$ cat src/rtl/vvtp_fifo.sv
// Small register queue used between the stages and at the result side.
`timescale 1ns / 1ps
module vvtp_fifo #(
  parameter int W     = 8,
  parameter int DEPTH = 4
) (
  input  logic         clk,
  input  logic         rst_n,
  input  logic         push,
  input  logic [W-1:0] din,
  output logic         full,
  input  logic         pop,
  output logic [W-1:0] dout,
  output logic         empty
);
  localparam int PW = (DEPTH > 1) ? $clog2(DEPTH) : 1;
  localparam int CW = $clog2(DEPTH + 1);

  logic [W-1:0]  mem_r [DEPTH];
  logic [PW-1:0] wr_ptr_r, rd_ptr_r;
  logic [CW-1:0] cnt_r;
  logic          do_push, do_pop;

  assign full    = (cnt_r == CW'(DEPTH));
  assign empty   = (cnt_r == '0);
  assign do_push = push && !full;
  assign do_pop  = pop && !empty;
  assign dout    = mem_r[rd_ptr_r];

  function automatic logic [PW-1:0] wrap_inc(input logic [PW-1:0] p);
    if (p == PW'(DEPTH - 1)) return '0;
    return p + 1'b1;
  endfunction

  always_ff @(posedge clk) begin
    if (!rst_n) begin
      wr_ptr_r <= '0;
      rd_ptr_r <= '0;
      cnt_r    <= '0;
    end else begin
      if (do_push) wr_ptr_r <= wrap_inc(wr_ptr_r);
      if (do_pop)  rd_ptr_r <= wrap_inc(rd_ptr_r);
      if (do_push && !do_pop)      cnt_r <= cnt_r + 1'b1;
      else if (do_pop && !do_push) cnt_r <= cnt_r - 1'b1;
    end
  end

  always_ff @(posedge clk) begin
    if (do_push) mem_r[wr_ptr_r] <= din;
  end
endmodule

$ cat config.mk
export PLATFORM = sky130hd
export DESIGN_NAME = vvtp_fifo
export DESIGN_NICKNAME = d
export VERILOG_FILES = /design/src/rtl/vvtp_fifo.sv
export SDC_FILE = /design/constraint.sdc
export NUM_CORES = 1
export LEC_CHECK = 0
export BUFFER_PORTS_ARGS = -buffer_cell sky130_fd_sc_hd__buf_4
export CORE_MARGIN = 2
export CORE_UTILIZATION = 45
export CTS_CLUSTER_DIAMETER = 30
export DETAILED_ROUTE_END_ITERATION = 10
export GPL_TIMING_DRIVEN = 0
export PLACE_DENSITY = 0.66
export SETUP_SLACK_MARGIN = 0.3
export SLEW_MARGIN = 20
export SYNTH_ARGS = -nofsm -noshare
export SYNTH_HDL_FRONTEND = slang
export SYNTH_SLANG_ARGS = --single-unit
$ cat constraint.sdc
create_clock -name clk -period 4.8 [get_ports clk]
set_input_delay 1.44 -clock clk [delete_from_list [all_inputs] [get_ports clk]]
set_output_delay 1.44 -clock clk [all_outputs]
set_load 0.02 [all_outputs]
---- After elaboration in Yosys (flattened, before gate mapping) ----
Memory sizes are Yosys's and may differ from the RTL's. A register that Yosys moved wholly into a read port is not among the register bits.
Index checks and enable logic that the tools add are counted.
word-level totals
  flip-flop bits (word level) ............. 7
  RAM bits ................................ 32
  input port bits ......................... 12
  output and inout port bits .............. 10
  logic and storage cells ................. 37
  memories ................................ 1
operators by class
  add/sub/neg operators ................... 4
  eq/ne operators ......................... 3
  multiplexer cells ....................... 16
  reduce and logical (&&, ||, !) cells .... 10
memories
  name   words  width  read ports  clocked after Yosys merged registers in  write ports  RTL line  RTL
  mem_r  4      8      1           1                                        1            19        logic [W-1:0] mem_r [DEPTH];
operators by type and width
  cell                   count
  $mux W2                6
  $mux W1                8
  $mux W3                2
  $add A2 B1 Y2 const B  2
  $eq A2 B2 Y1 const B   2
  $logic_and A1 B1 Y1    4
  $logic_not A1 Y1       4
  $add A3 B1 Y3 const B  1
  $eq A3 B3 Y1 const B   1
  $logic_not A3 Y1       1
  $sub A3 B1 Y3 const B  1
  $reduce_bool A2 Y1     1

---- Logic depth before layout (Yosys ltp) ----
  depth in word-level cells ............... 8
  gate-level depth with buffers ........... 9
  gate-level depth less buffers ........... 8

---- Least setup slack after synthesis ----
Ideal clock, no wire load.
  path kind ............................... input -> register
  start point ............................. input push
  end point ............................... register cnt_r[2]
  setup time .............................. 76 ps
  data arrival time ....................... 2,864 ps
  data required time ...................... 4,724 ps
  path slack .............................. 1,860 ps
  stages .................................. 8
  buffers on the path ..................... 1
  path through ............................ nor2b_1 > buf_2 > ha_1 > inv_1 > fa_1 > xor2_1 > or3_1 > a21boi_0
on the way
  word-level cells in the longest chain between the ends .. 4
  elaborated cells between the ends (all ways) .. 6
  those cells by class .................... mux: 1; reduce/logical: 5
RTL lines
  item                                 RTL line  RTL
  from (decl)                          9         input logic push,
  $logic_and A1 B1 Y1 *                26        assign do_push = push && !full;
  named net do_push                    22        logic do_push, do_pop;
  $logic_not A1 Y1                     44        else if (do_pop && !do_push) cnt_r <= cnt_r - 1'b1;
  $logic_and A1 B1 Y1                  44
  $reduce_bool A2 Y1 (no source line)  n/a
  to (signal assigned)                 43        if (do_push && !do_pop) cnt_r <= cnt_r + 1'b1;
  to (signal assigned)                 44
  to (decl)                            21        logic [CW-1:0] cnt_r;
Mark *: on every way through the listed nets, which the timed path passes. The rest lies on a longest branch.
A chain may end at the register's enable or synchronous reset.

==> impl_metrics.ini <==
[status]
outcome = completed

[grt]
aggregate_global_route_resource_usage_pct = 13.3
grt_first_pass_wirelength_mm = 3.91
antenna_violations_before_repair = 0
pin_count_of_the_biggest_net_entering_global_routing = 14
grt_remaining_overflow = 0
first_global_vias = 819

[final_layout]
final.fill_count = 291
layout.core_utilization_pct = 57.0
num_antenna_cells = 0
finish.net_count = 140
post_route_cells_drive_above_1_share_pct = 32.8
leading_cell_type_in_the_layout_fill_and_taps_excluded = edfxtp_1
layout_common_cells = 32 x edfxtp_1, 21 x buf_4, 9 x dfxtp_1, 8 x mux4_2
flow.area_growth_from_synthesis_pct = 19.5

[synth]
synth_cell_types = 23
syn_nets = 112
synthesized_flop_and_latch_total = 41
synthesis.instances = 93
yosysSeqAreaShare_pct = 70.0
synth_warn = 0
netlist_area_um2 = 1630
post_synth.cell_area_avg_um2 = 17.5

[clock_network]
cts_buffer_depth = 2
clock_tree.htree_level_count = 2
clock_tree_from_tritoncts = done
cts-hold-fix-buffers = 0
tritoncts_buffer_count = 5
worstSkewPairLatency_ns = 0.34
cts.repair_timing.setup_buffer_count = 0
ctsRootBufferMaster = clkbuf_4
cts_resized = 0
cts_sinks = 41
clk_pin_slew_worst_paths_ns = 0.11

[sta]
slew_headroom_pct = 62.2
min_period_over_period_pct = 64.8
setup_viol = 0
grt_setup_unrepaired = no
clock-skew-final_ns = 0.00617
timing_worst_slew_pin_value_ns = 0.562
timing.final.crit_period_ns = 3.11
fin_ws_ns = 1.69
finalHoldViolCount = 0
fmax_ghz = 0.322
slew_viol_final = 0
setup_tns_final_ns = 0
whs_ns = 0.511

[critical_path]
critical_path_peak_fanout = 8
path_class = reg2out
worstReg2RegStart = cnt_r[1]
worstSetupStartpointType = flip-flop
worstPathRequired_ns = 3.36
setup.worst_path.end_class = primary output
arrival_ns = 1.67
timing.rr.end = cnt_r[2]
timing.reg2reg.setup_slack_ns = 2.46
r2r.worst_path.cells = 7

[pwr]
leakage_nw = 0.716
power-per-cell-area_nw_per_um2 = 528
tot_pwr_w = 0.00103
worst_case_vdd_ir_drop_uv = 289

[die]
dieArea_um2 = 4120
floorplan.initialDensity_pct = 47.7
core_area_um2 = 3420
placementRows = 21
i_o_pins = 22
die-height_um = 64.2
die_w_um = 64.2

[worst_hold_path]
hold-path-cell-count = 2
hp-class = reg2reg
worst_hold_startpoint = wr_ptr_r[1]
min_delay_worst_endpoint = wr_ptr_r[1]

[flow_run]
maxCapViolCount = 0

[placement]
gpl.final_weighted_congestion = 0.629
io_buffer_count = 21
place_ws_ns = 1.65
dp_hpwl_mm = 1.72

[routing]
route.final.wire_length_mm = 2.36
vias = 822
route.detailed.wl_per_inst_um = 14.0
dr.first_iter.drc_count = 28
drt-vias-per-instance = 4.89
detailedRoute.firstPassIterationCount = 4
drc = 0
final_antenna_net_count = 0
## cells by family after synthesis
logic type	count (synthesis)	share of synthesized area, %
AOI/OAI and AO/OA	5	1.84
xor gates and xnor gates	2	1.07
adders and majority gates	7	5.83
buffers and inverters	7	1.76
DFF	41	70.0
muxes	11	12.9
and+or+nand+nor	20	6.60
## Yosys cell counts, drive strengths merged
cell type	number	area, um^2
edfxtp	32	961
dfxtp	9	180
mux4	8	180
ha	6	75.1
nand2	6	22.5
and2	5	31.3
buf	3	13.8
inv	3	11.3
mux2i	3	30.0
o21ai	3	15.0
nand3	2	10.0
nor2	2	7.51
nor2b	2	12.5
a21boi	1	7.51
clkbuf	1	3.75
fa	1	20.0
nor3	1	5.00
nor3b	1	12.5
o31ai	1	7.51
or3	1	6.26
xnor2	1	8.76
xor2	1	8.76
## metal layers
metal / vias to the layer above / global-route usage, % / share of wire [%]
met5: - / 0 / 0
met4: 0 / 5.59 / 1.4
met3: 4 / 4.93 / 5.0
met2: 17 / 21.9 / 51
met1: 392 / 15.6 / 43
li1: 409 / - / -
## cell type report
class	instances	area, um^2	share of cell area, %
sequential	41	1140	58.6
multi-input combinational	45	460	23.6
timing repair buffer	21	158	8.09
clock inverter	3	65.1	3.34
tap	46	57.6	2.95
clock buffer	5	37.5	1.93
buffer	4	17.5	0.899
inverter	3	11.3	0.578
## power by group
part           switching, W  internal (W)  total (W)
clock              0.000104      0.000161   0.000265
combinational      0.000153      0.000147   0.000300
sequential        0.0000270      0.000436   0.000463
## worst max-delay path, stage by stage, from the launching register on
cell and delay [ns]:
dfxtp_1 0.32, buf_2 0.27, mux4_2 0.56, buf_4 0.18
## state kept, by name, indices dropped and copies added, names as in the netlist, named ones only
name	flops
mem_r	32
cnt_r	3
rd_ptr_r	2
wr_ptr_r	2
## worst max path at each step
stage	to	slack [ns]	cells past startpoint
CTS	dout[1]	1.65	3
floorplan	cnt_r[2]	1.86	8
finish	dout[1]	1.69	3
global route	dout[5]	1.57	3
global placement	cnt_r[2]	1.70	9
detailed placement	cnt_r[2]	1.65	9
## through the flow
| stage | instances | cell area [um^2] |
|---|---|---|
| 2_1_floorplan | 93 | 1630 |
| 3_3_place_gp | 160 | 1850 |
| 3_5_place_dp | 160 | 1850 |
| 4_1_cts | 168 | 1950 |
| 5_1_grt | 168 | 1950 |
| 6_report | 168 | 1950 |
No activity file was read; power rests on OpenSTA's default activity.
